===== config.mk =====
export PLATFORM = sky130hd
export DESIGN_NAME = sorr_ctrl
export DESIGN_NICKNAME = d
export VERILOG_FILES = /design/src/sorr_pkg.sv /design/src/sorr_ctrl.sv
export SDC_FILE = /design/constraint.sdc
export NUM_CORES = 1
export LEC_CHECK = 0
export BUFFER_PORTS_ARGS = -buffer_cell sky130_fd_sc_hd__buf_4
export CAP_MARGIN = 15
export CORE_MARGIN = 2
export CORE_UTILIZATION = 40
export DETAILED_ROUTE_END_ITERATION = 6
export HOLD_SLACK_MARGIN = 0.15
export PLACE_DENSITY = 0.7
export SLEW_MARGIN = 30
export SYNTH_ARGS = -nofsm -noshare
export SYNTH_HDL_FRONTEND = slang
export SYNTH_SLANG_ARGS = --single-unit

===== constraint.sdc =====
create_clock -name clk -period 2.3 [get_ports clk]
set_clock_uncertainty 0.15 [all_clocks]
set_input_delay 0.46 -clock clk [delete_from_list [all_inputs] [get_ports clk]]
set_output_delay 0.46 -clock clk [all_outputs]
set_load 0.005 [all_outputs]

===== src/sorr_pkg.sv =====
// Shared types, constants and helpers for the source owner rendezvous registry
package sorr_pkg;

    localparam int NUM_SLOTS_DEF = 16;
    localparam int WORD_W        = 64;
    localparam int REQ_W         = 3;
    localparam int SLOT_W        = 4;
    localparam int STATUS_W      = 2;

    // Request codes
    localparam logic [REQ_W-1:0] REQ_REGISTER   = 3'd0;
    localparam logic [REQ_W-1:0] REQ_AUTHORIZE  = 3'd1;
    localparam logic [REQ_W-1:0] REQ_UNREGISTER = 3'd2;
    localparam logic [REQ_W-1:0] REQ_PAUSE      = 3'd3;
    localparam logic [REQ_W-1:0] REQ_SELECT     = 3'd4;
    localparam logic [REQ_W-1:0] REQ_STOP       = 3'd5;

    // Result status codes
    localparam logic [STATUS_W-1:0] ST_OK      = 2'd0;
    localparam logic [STATUS_W-1:0] ST_REFUSED = 2'd1;
    localparam logic [STATUS_W-1:0] ST_NONE    = 2'd2;

    // Mixer constants
    localparam logic [WORD_W-1:0] MIX_K1 = 64'hBF58476D1CE4E5B9;
    localparam logic [WORD_W-1:0] MIX_K2 = 64'h94D049BB133111EB;
    localparam int MIX_SH0 = 30;
    localparam int MIX_SH1 = 27;
    localparam int MIX_SH2 = 31;

    typedef struct packed {
        logic              known;
        logic              family;
        logic [WORD_W-1:0] ip_high;
        logic [WORD_W-1:0] ip_low;
    } src_key_t;

    typedef struct packed {
        logic [REQ_W-1:0]  req_type;
        logic [SLOT_W-1:0] line_slot;
        logic              source_known;
        logic              source_family;
        logic [WORD_W-1:0] source_ip_high;
        logic [WORD_W-1:0] source_ip_low;
        logic              pause_value;
        logic [WORD_W-1:0] flow_hash;
    } req_payload_t;

    typedef struct packed {
        logic [STATUS_W-1:0] status;
        logic [WORD_W-1:0]   generation;
        logic [WORD_W-1:0]   line_id;
        logic [SLOT_W-1:0]   slot;
        logic                close_request;
        logic                last;
    } rsp_payload_t;

    // What the request needs after the addressed slot has been read
    typedef enum logic [1:0] {
        DEC_FINAL  = 2'd0,
        DEC_EVICT  = 2'd1,
        DEC_SELECT = 2'd2
    } dec_t;

    typedef struct packed {
        logic load;
        logic rd_self;
        logic latch_self;
        logic rd_walk;
        logic walk_inc;
        logic emit_evict;
        logic mix_id;
        logic mix_flow;
        logic score;
        logic commit_final;
    } ctrl_cmd_t;

    typedef struct packed {
        dec_t dec;
        logic walk_hit;
        logic walk_last;
        logic mix_done;
        logic out_free;
    } dp_status_t;

    // Both anonymous is equal; known sources match on family and address
    function automatic logic key_equal(input src_key_t a, input src_key_t b);
        logic eq;
        eq = (a.known == b.known) &&
             (!a.known || (a.family == b.family && a.ip_high == b.ip_high &&
                           a.ip_low == b.ip_low));
        return eq;
    endfunction

    // Counter plus one, skipping zero
    function automatic logic [WORD_W-1:0] next_token(input logic [WORD_W-1:0] ctr);
        logic [WORD_W-1:0] v;
        v = ctr + 1'b1;
        if (v == '0)
        begin
            v = {{(WORD_W-1){1'b0}}, 1'b1};
        end
        return v;
    endfunction

endpackage


===== src/sorr_ctrl.sv =====
// Request sequencer: reads the addressed slot, walks slots, issues results
module sorr_ctrl (
    input  logic                 clk,
    input  logic                 rst_n,
    input  logic                 in_valid,
    output logic                 in_ready,
    output sorr_pkg::ctrl_cmd_t  cmd,
    input  sorr_pkg::dp_status_t st
);
    typedef enum logic [10:0] {
        S_IDLE   = 11'b00000000001,
        S_READ   = 11'b00000000010,
        S_LATCH  = 11'b00000000100,
        S_DECIDE = 11'b00000001000,
        S_WRD    = 11'b00000010000,
        S_WCHK   = 11'b00000100000,
        S_EVICT  = 11'b00001000000,
        S_H1W    = 11'b00010000000,
        S_H2W    = 11'b00100000000,
        S_WNEXT  = 11'b01000000000,
        S_FINAL  = 11'b10000000000
    } state_t;

    state_t state_reg;
    state_t state_next;

    // Next state and commands
    always_comb
    begin
        state_next = state_reg;
        cmd        = '0;
        in_ready   = 1'b0;
        unique case (state_reg)
            S_IDLE:
            begin
                in_ready = 1'b1;
                if (in_valid)
                begin
                    cmd.load   = 1'b1;
                    state_next = S_READ;
                end
            end
            S_READ:
            begin
                cmd.rd_self = 1'b1;
                state_next  = S_LATCH;
            end
            S_LATCH:
            begin
                cmd.latch_self = 1'b1;
                state_next     = S_DECIDE;
            end
            S_DECIDE:
            begin
                state_next = (st.dec == sorr_pkg::DEC_FINAL) ? S_FINAL : S_WRD;
            end
            S_WRD:
            begin
                cmd.rd_walk = 1'b1;
                state_next  = S_WCHK;
            end
            S_WCHK:
            begin
                if (!st.walk_hit)
                begin
                    state_next = S_WNEXT;
                end
                else if (st.dec == sorr_pkg::DEC_EVICT)
                begin
                    state_next = S_EVICT;
                end
                else
                begin
                    cmd.mix_id = 1'b1;
                    state_next = S_H1W;
                end
            end
            S_EVICT:
            begin
                if (st.out_free)
                begin
                    cmd.emit_evict = 1'b1;
                    state_next     = S_WNEXT;
                end
            end
            S_H1W:
            begin
                if (st.mix_done)
                begin
                    cmd.mix_flow = 1'b1;
                    state_next   = S_H2W;
                end
            end
            S_H2W:
            begin
                if (st.mix_done)
                begin
                    cmd.score  = 1'b1;
                    state_next = S_WNEXT;
                end
            end
            S_WNEXT:
            begin
                if (st.walk_last)
                begin
                    state_next = S_FINAL;
                end
                else
                begin
                    cmd.walk_inc = 1'b1;
                    state_next   = S_WRD;
                end
            end
            S_FINAL:
            begin
                if (st.out_free)
                begin
                    cmd.commit_final = 1'b1;
                    state_next       = S_IDLE;
                end
            end
            default:
            begin
                state_next = S_IDLE;
            end
        endcase
    end

    always_ff @(posedge clk or negedge rst_n)
    begin
        if (!rst_n)
        begin
            state_reg <= S_IDLE;
        end
        else
        begin
            state_reg <= state_next;
        end
    end

    // A result beat is never loaded over one still waiting
    a_final_free: assert property (@(posedge clk) disable iff (!rst_n)
        cmd.commit_final |-> st.out_free)
        else $error("final result issued while result register busy");

    a_evict_free: assert property (@(posedge clk) disable iff (!rst_n)
        cmd.emit_evict |-> st.out_free)
        else $error("eviction issued while result register busy");

    // Second hash starts only on the first hash's completion
    a_flow_after_id: assert property (@(posedge clk) disable iff (!rst_n)
        cmd.mix_flow |-> st.mix_done && $past(state_reg) == S_H1W)
        else $error("flow hash started without id hash");

    // A fresh request is taken only after the previous one is committed
    a_load_after_commit: assert property (@(posedge clk) disable iff (!rst_n)
        cmd.load |-> state_reg == S_IDLE && !cmd.commit_final)
        else $error("request loaded mid-sequence");
endmodule


==> metrics.md, run 1 <==
| Metric | Value |
|---|---|
| CP required | `approximately 1700 ps` |
| Filler Cell Count | `216` |
| Share of layout cells above drive strength 1 | `43.08%` |
| Cells after Synth | `104` |
| Largest net degree at the start of global routing | `13` |
| Post-DP Area | `0.001085 mm^2` |
| Fmax | `0.4137 GHz` |
| Worst-Skew Late Latency | `280 ps` |
| Hold crit path type | `input port to register` |
| Layout area overhead | `33.29%` |
| Final count of hold timing violations | `0` |
| Clk sinks | `11` |
| Maximum clock path buffer count | `2` |
| ANT cells | `0` |
| Ys async rst share | `100.0%` |
| Initial antenna violation count | `0` |
| Setup violations, final | `7` |
| Global-route wire length before repair | `roughly 3.6 mm` |
| Min-delay src | `in_valid` |
| Final #Nets | `140` |
| Die H | `51.59 um` |
| Failing checks | `setup timing` |
| VDD IR-drop max | `0.7480 mV` |
| Num ports | `20` |
| Post-synthesis average cell area | `8.710 um^2` |
| TritonCTS Buffers | `3` |
| Register area share after synthesis | `30.52%` |
| Setup WS post-layout | `-117.3 ps` |
| H-Tree Depth | `1` |
| Status | `finished with violations` |
| Vias in the first global route | `808` |
| Post-route ant nets | `0` |
| DRT iter0 DRCs | `12` |
| Reg2reg setup slack | `320 ps` |
| Vias/cell | `5.411` |
| Worst-Margin Slew | `441.2 ps` |
| Syn Nets | `113` |
| Unique masters post-synth | `43` |
| Global Route Usage Sum | `17.61%` |
| GP Congestion | `0.8356` |
| PwrDens | `703.4 mW/mm^2` |
| Startpoint Class | `register` |
| CTS clk-pin slew, worst paths | `~70 ps` |
| Core Util, Final | `roughly 56%` |
| Flops & latches, synth | `11` |
| Final worst-path cycle share | `105.1%` |
| Num rows | `17` |
| Worst Setup End Kind | `output pin` |
| Total gr overflow | `0` |
| Most common cell after layout, fill and taps aside | `buf_4` |
| Commonest cells after routing, fill and taps aside | `buf_4 (30), dfrtp_1 (10), nand2_1 (9), nor2_1 (9)` |
| Post-Syn Area | `905.9 um^2` |
| Routed wire length | `2.186 mm` |
| Detailed placement HPWL | `roughly 1.6 mm` |
| Post-route cell area | `approximately 0.0012 mm^2` |
| Die X | `51.59 um` |
| Vias | `around 860` |
| Number of synthesized flops with an enable pin | `0` |
| Root Buffer Master | `clkbuf_4` |
| Wire per inst | `~14 um` |
| Min Clock Period, post-route | `2417 ps` |
| Relative max-transition margin | `70.59%` |
| Fin. max-slew vios | `0` |
| Drt drc | `0` |
| Leakage Power | `approximately 0.00054 uW` |
| Reg2reg start | `state_reg[8]` |
| TritonRoute pass-1 iters | `4` |
| Hold depth | `2` |
| Largest register FFs | `11` |
| Unrepaired setup endpoints after global routing | `yes` |
| Ys Warns | `0` |
| CTS tree | `done` |
| Reg-to-Reg End | `state_reg[8]` |
| Crit-path max FO | `4` |
| Crit path kind | `register to output pin` |
| Die ar. | `0.002662 mm^2` |
| Port-buffer cells | `19` |
| Crit path arrival time | `1810 ps` |
| Core Footprint | `between 0.002 and 0.0025 mm^2` |
| Worst r2r path cells | `6` |
| Initial core utilization | `a little over two fifths` |
| Main synth FF type | `dfrtp_1` |
| Max Cap Viol | `0` |
| Hold EP | `state_reg[1]` |
[kinds of logic after synthesis]
group | after synthesis | share of synthesized area (%)
XOR/XNOR | 3 | 2.901
flip-flops | 11 | 30.53
AND/OR/NAND/NOR | 62 | 44.06
buffers and inverters | 10 | 8.977
AO/OA/AOI/OAI | 18 | 13.54
[power breakdown]
part,switching [uW],internal [uW]
logic,217,223
clock network,68.3,67.4
registers,48.5,225
total,334,516
[critical path, cell delays in order (launching register included)]
cell and delay [ps]:
dfrtp_1 430, or3_4 430, or3_2 460, nor2_2 100, buf_4 110
[Yosys cell counts, drive strengths merged (2+ instances only)]
library cell / count / area share [%]
nand2: 11 / 4.8
nor3b: 2 / 1.7
nor2: 14 / 5.8
nand2b: 4 / 2.8
clkbuf: 3 / 2.1
a21oi: 2 / 1.1
and2: 2 / 1.4
nor2b: 2 / 1.7
or4b: 3 / 3.3
and4: 2 / 1.9
nor4: 4 / 2.8
nand4: 2 / 1.4
or3: 5 / 4.1
nor3: 4 / 5.9
buf: 7 / 6.9
xor2: 2 / 1.9
dfrtp: 10 / 28
o21ai: 7 / 3.9
nor4b: 3 / 2.9
[layout make-up]
cell class | instances | area [um^2] | area share (%)
tap | 28 | 35.03 | 2.902
multi-input combinational | 83 | 623.1 | 51.61
sequential | 11 | 276.5 | 22.90
timing repair buffer | 32 | 246.5 | 20.41
clock buffer | 4 | 26.28 | 2.176
[timing repair]
item                                   CTS  global route
hold buffers                             1             0
setup endpoints to repair                8            10
pin swaps                                6             5
resized for setup                        8            10
gates cloned                             0             0
endpoints found under the hold margin   11             0
setup buffers                            1             1
[how the worst max path moves through the flow]
stage,start,endpoint
floorplan,state_reg[1],cmd[3]
global placement,state_reg[6],cmd[0]
global route,state_reg[6],cmd[7]
finish,state_reg[6],cmd[0]
CTS,state_reg[6],cmd[0]
detailed placement,state_reg[6],cmd[0]
[per-stage QoR]
step	TNS, ps	power (uW)	setup WS [ps]	instances	hold slack, ps
floorplan	0	515.2	229.3	104	14.41
global placement	0	651.9	200.6	152	152.8
detailed placement	0	654.6	197.0	152	156.5
CTS	-569.7	818.2	-108.4	158	256.5
global route	-1059	914.9	-166.5	158	267.1
finish	-554.0	849.3	-117.3	158	257.4
[layer usage]
metal	up-vias	part of all wire, %	global-route usage (%)
li1	427	-	-
met1	394	46	23.32
met2	27	46	28.63
met3	7	4.7	2.299
met4	0	3.0	7.895
met5	-	0	0
(Power assumes the default switching activity.)
==> run 2: changes to the inputs <==
--- a/config.mk
+++ b/config.mk
@@ -7,10 +7,11 @@
 export LEC_CHECK = 0
 export BUFFER_PORTS_ARGS = -buffer_cell sky130_fd_sc_hd__buf_4
-export CAP_MARGIN = 15
+export CELL_PAD_IN_SITES_DETAIL_PLACEMENT = 1
+export CELL_PAD_IN_SITES_GLOBAL_PLACEMENT = 1
 export CORE_MARGIN = 2
-export CORE_UTILIZATION = 40
+export CORE_UTILIZATION = 39
 export DETAILED_ROUTE_END_ITERATION = 6
 export HOLD_SLACK_MARGIN = 0.15
-export PLACE_DENSITY = 0.7
+export PLACE_DENSITY = 0.85
 export SLEW_MARGIN = 30
 export SYNTH_ARGS = -nofsm -noshare
==> constraint.sdc (replaced) <==
create_clock -name clk -period 2.3 [get_ports clk]
set_clock_uncertainty 0.15 [all_clocks]
set_input_delay 0.23 -clock clk [delete_from_list [all_inputs] [get_ports clk]]
set_output_delay 0.23 -clock clk [all_outputs]
set_load 0.005 [all_outputs]
==> run 2 against run 1 <==
  * The flow now finishes without violations
  * Critical path depth is 2 higher
  * Final cell count increased by 3.2%
  * Non-clock buffer count rose by 5
  * Sequential power grew 9.1%
  * Die area grew 2.4%
  * Worst hold slack lost 110 ps
  * Setup slack better by 180 ps
==> metrics.md, run 2 (synthesized netlist as in run 1, its figures left out) <==
| Metric | Value |
|---|---|
| Status | `completed` |
| Tot Pwr | `between 800 and 900 uW` |
| Commonest cells after routing, fill and taps aside | `buf_4 (30), nor2_1 (13), nand2_1 (9)` |
| CTS clk-pin slew, worst paths | `approximately 70 ps` |
| Routed wire length | `2.771 mm` |
| Share of layout cells above drive strength 1 | `just over 40%` |
| Root Buffer Master | `clkbuf_4` |
| CP cell instances | `or3_4 -> nor3_4 -> nand2_2 -> nor2_1 -> and2_1 -> buf_4` |
| Port-buffer cells | `19` |
| Num ports | `20` |
| Hold crit path type | `input port to async pin` |
| Fin. max-slew vios | `0` |
| CP required | `about 1900 ps` |
| Die H | `52.20 um` |
| Largest net degree at the start of global routing | `13` |
| Largest register FFs | `11` |
| Crit path arrival time | `1860 ps` |
| Comb power frac | `47.3%` |
| Final #Nets | `approximately 150` |
| Met1 GRT Util | `26.98%` |
| Internal Power | `494.6 uW` |
| Net Sw Frac | `41.13%` |
| Worst-Skew Late Latency | `290 ps` |
| Initial antenna violation count | `0` |
| Worst Setup End Kind | `output pin` |
| Die ar. | `0.002724 mm^2` |
| TritonCTS Buffers | `3` |
| Dpl cells | `144` |
| Pre-CTS WS | `166.8 ps` |
| Final worst-path cycle share | `97.43%` |
| Grt met3 use | `~4.3%` |
| WHS | `151.4 ps` |
| Total gr overflow | `0` |
| CTS tree | `done` |
| GR met2 Demand/Resource | `37.97%` |
| Most common cell after layout, fill and taps aside | `buf_4` |
| Relative max-transition margin | `slightly below 70%` |
| Max Cap Viol | `0` |
| Layout area overhead | `34.67%` |
| Post-route ant nets | `0` |
| Leakage Power | `0.0005405 uW` |
| DRT iter0 DRCs | `10` |
| Min Clock Period, post-route | `2241 ps` |
| Unrepaired setup endpoints after global routing | `yes` |
| Crit-path max FO | `8` |
| PwrDens | `688.7 mW/mm^2` |
| Crit path kind | `register to output pin` |
| ANT cells | `0` |
| Max stage delay cell, worst path | `dfrtp_2` |
| Vias | `about 930` |
| Global-route wire length before repair | `4.236 mm` |
| Die X | `52.20 um` |
| Initial core utilization | `40.95%` |
| Seq pwr share | `between 30% and 40%` |
| GP Congestion | `0.7894` |
| Sw power | `345.5 uW` |
| Core Footprint | `about 0.0022 mm^2` |
| Maximum clock path buffer count | `2` |
| TritonRoute pass-1 iters | `4` |
| Worst-Margin Slew | `472.7 ps` |
| Detailed placement HPWL | `1.747 mm` |
| VDD IR-drop max | `0.4264 mV` |
| Setup violations, final | `0` |
| Clk sinks | `11` |
| Drt drc | `0` |
| Clock power frac | `17.1%` |
| Final count of hold timing violations | `0` |
| Startpoint Class | `register` |
| GR peak layer | `met2` |
| Fmax | `0.4463 GHz` |
| H-Tree Depth | `1` |
| Vias/cell | `approximately 5.7` |
| Vias in the first global route | `slightly below 900` |
| Wire per inst | `17.00 um` |
| Global Route Usage Sum | `22.28%` |
| CP max stage delay | `470 ps` |
| Num rows | `17` |
| Final std cells w/o fill | `163` |
| Setup WS post-layout | `59.11 ps` |
## run 2: cell count changes in the layout (fill, tap and decap cells not counted), sizes merged
cell         delta
buf             -1
dlygate4sd3     +6
## run 2: final timing paths
| check | end | startpoint | slack [ps] | cells past startpoint |
|---|---|---|---|---|
| worst max-delay path | cmd[9] | state_reg[8] | 60 | 6 |
| worst min-delay path | state_reg[10] | rst_n | 150 | 2 |
| worst max register to register | state_reg[0] | state_reg[8] | 260 | 5 |
| worst min register to register | state_reg[3] | state_reg[3] | 430 | 1 |
| max in group asynchronous | state_reg[0] | rst_n | 1620 | 2 |
| min in group clk | state_reg[8] | st[1] | 250 | 5 |
## run 2: power groups by stage
| stage | Combinational (uW) | Sequential [uW] | Clock, uW |
|---|---|---|---|
| 6_report | 397 | 299 | 143 |
| 5_1_grt | 436 | 306 | 151 |
| 4_1_cts | 368 | 295 | 145 |
| 3_5_place_dp | 323 | 297 | 0 |
| 3_3_place_gp | 314 | 294 | 0 |
| 2_1_floorplan | 274 | 241 | 0 |
## run 2: timing repair
action	4_1_cts	5_1_grt
setup buffers	2	6
hold buffers	7	0
pin swaps	2	1
endpoints found under the hold margin	17	0
setup endpoints to repair	2	7
resized for setup	2	10
## run 2: layout make-up
| type | instances | area [um^2] |
|---|---|---|
| Timing Repair Buffer | 37 | 295.3 |
| Multi-Input combinational cell | 83 | 580.6 |
| Clock buffer | 4 | 26.28 |
| Sequential cell | 11 | 282.8 |
| Tap cell | 28 | 35.03 |
| Fill cell | 270 | 992.2 |
## run 2: stage by stage
step / utilization, % / TNS (ps) / cell area (um^2)
after floorplan: - / 0 / 905.9
after global placement: 46.32 / 0 / 1025
after detailed placement: 46.32 / 0 / 1025
after CTS: 51.64 / 0 / 1142
after global routing: 55.15 / -9.013 / 1220
final: 55.15 / 0 / 1220
## run 2: critical path, delay by kind of cell (launching register included)
family / cells / cell delay [ps]
buf+inv: 1 / 100
flops: 1 / 470
simple gates: 5 / 1000
## run 2: routing by layer
metal	part of all wire, %	routed length (um)
met5	0	0
met4	2.3	63
met3	4.0	112
met2	52	1444
met1	42	1150
==> run 3: changes to the inputs <==
CAP_MARGIN = 10   (was unset)
RECOVER_POWER = 100   (was unset)
==> run 3 against run 2 <==
  * Fmax hardly changed
  * Die area stayed put
  * First-iteration DRC count stayed put
  * Final area is 0.31% lower
  * Critical path type unchanged
  * Highest routed layer unchanged
==> metrics.md, run 3 (synthesized netlist as in run 1, its figures left out) <==
| Metric | Value |
|---|---|
| Status | `completed` |
| Worst r2r path cells | `5` |
| Vias/cell | `5.718` |
| Crit path kind | `register to output pin` |
| Multi-input logic area | `between 500 and 600 um^2` |
| Fmax | `0.4462 GHz` |
| Crit-path max FO | `8` |
| GP Congestion | `0.7894` |
| Worst-Margin Slew | `roughly 630 ps` |
| CTS tree | `done` |
| Setup violations, final | `0` |
| CTS clk-pin slew, worst paths | `70 ps` |
| Routed wire length | `2.774 mm` |
| Commonest cells after routing, fill and taps aside | `buf_4 (29), nor2_1 (13), nand2_1 (9)` |
| Global-route wire length before repair | `4.236 mm` |
| Wire per inst | `17.02 um` |
| Clk sinks | `11` |
| Filler Cell Count | `270` |
| Core Util, Final | `54.98%` |
| DRT iter0 DRCs | `10` |
| Num rows | `17` |
| Maximum clock path buffer count | `2` |
| Crit path arrival time | `1860 ps` |
| Core Footprint | `between 0.002 and 0.0025 mm^2` |
| Num ports | `20` |
| Hold EP | `state_reg[8]` |
| ANT cells | `0` |
| PwrDens | `690.2 mW/mm^2` |
| Vias | `about 930` |
| Min Clock Period, post-route | `2241 ps` |
| WHS | `250.5 ps` |
| Die ar. | `roughly 0.0027 mm^2` |
| Worst-Skew Late Latency | `290 ps` |
| Reg2reg start | `state_reg[8]` |
| Final count of hold timing violations | `0` |
| Setup WS post-layout | `58.96 ps` |
| Reg-to-Reg End | `state_reg[0]` |
| Vias in the first global route | `891` |
| Hold crit path type | `input port to register` |
| Final worst-path cycle share | `97.44%` |
| Total gr overflow | `0` |
| Max Cap Viol | `0` |
| Leakage Power | `around 0.00054 uW` |
| Layout area overhead | `34.25%` |
| Fin. max-slew vios | `0` |
| Reg2reg setup slack | `roughly 260 ps` |
| H-Tree Depth | `1` |
| Min-delay src | `st[1]` |
| CP required | `1920 ps` |
| Largest net degree at the start of global routing | `13` |
| Die H | `52.20 um` |
| Relative max-transition margin | `57.83%` |
| Initial antenna violation count | `0` |
| Die X | `52.20 um` |
| Pre-CTS WS | `roughly 170 ps` |
| TritonRoute pass-1 iters | `4` |
| VDD IR-drop max | `0.4281 mV` |
| TritonCTS Buffers | `3` |
| Initial core utilization | `40.95%` |
| Root Buffer Master | `clkbuf_4` |
| Final #Nets | `145` |
| Drt drc | `0` |
| Hold depth | `5` |
| Tot Pwr | `839.3 uW` |
| Unrepaired setup endpoints after global routing | `yes` |
| Post-route ant nets | `0` |
| Most common cell after layout, fill and taps aside | `buf_4` |
| Largest register FFs | `11` |
| Port-buffer cells | `19` |
| Startpoint Class | `register` |
| Register Area | `about 280 um^2` |
| Global Route Usage Sum | `roughly 22%` |
| Worst Setup End Kind | `output pin` |
| Detailed placement HPWL | `1.747 mm` |
| Share of layout cells above drive strength 1 | `40.00%` |
-- run 3: cell types whose count changed in the layout (fill, tap and decap cells not counted), sizes merged --
cell,change
buf,-1
clkbuf,+1
-- run 3: how the worst max path moves through the flow --
stage	startpoint	to	slack, ps	depth (start not counted)
global route	state_reg[8]	cmd[9]	-9	6
finish	state_reg[8]	cmd[9]	60	6
CTS	state_reg[1]	cmd[3]	10	5
floorplan	state_reg[1]	cmd[3]	460	5
global placement	state_reg[10]	cmd[3]	280	5
detailed placement	state_reg[1]	cmd[3]	170	5
-- run 3: stage by stage --
stage          cells  setup TNS, ps  area, um^2
3_3_place_gp     144              0        1025
3_5_place_dp     144              0        1025
4_1_cts          157              0        1142
2_1_floorplan    104              0       905.9
5_1_grt          163         -9.013        1216
6_report         163              0        1216
-- run 3: what timing repair did --
item	in CTS	in global routing
hold endpoints to repair	17	0
buffers inserted	2	6
endpoints found under the setup margin	2	7
hold buffers	7	0
gates resized for setup	2	10
pin swaps	2	1
-- run 3: layer usage --
| layer | GRT usage [%] | routed length (um) | vias to the layer above |
|---|---|---|---|
| met2 | 37.97 | 1444 | 31 |
| met1 | 26.98 | 1153 | 446 |
| met4 | 10.26 | 63 | 0 |
| li1 | - | - | 446 |
| met5 | 0 | 0 | - |
| met3 | 4.286 | 112 | 9 |
-- run 3: cell type report --
cell class	count	share of cell area [%]
tap	28	2.881
sequential	11	23.25
clock buffer	4	2.160
multi-input combinational	83	47.74
timing repair buffer	37	23.97
-- run 3: critical path: stages (launching register included) --
cell	delay (ps)
dfrtp_2	470
or3_4	380
nor3_4	170
nand2_2	130
nor2_1	180
and2_1	140
buf_4	100
-- run 3: power by group --
part	switching [uW]	total, uW	leakage (uW)	internal [uW]
registers	71.2	299	0.000141	228
clock network	75.7	143	0.0000150	67.7
logic	199	397	0.000381	198
total	346	839	0.000537	494
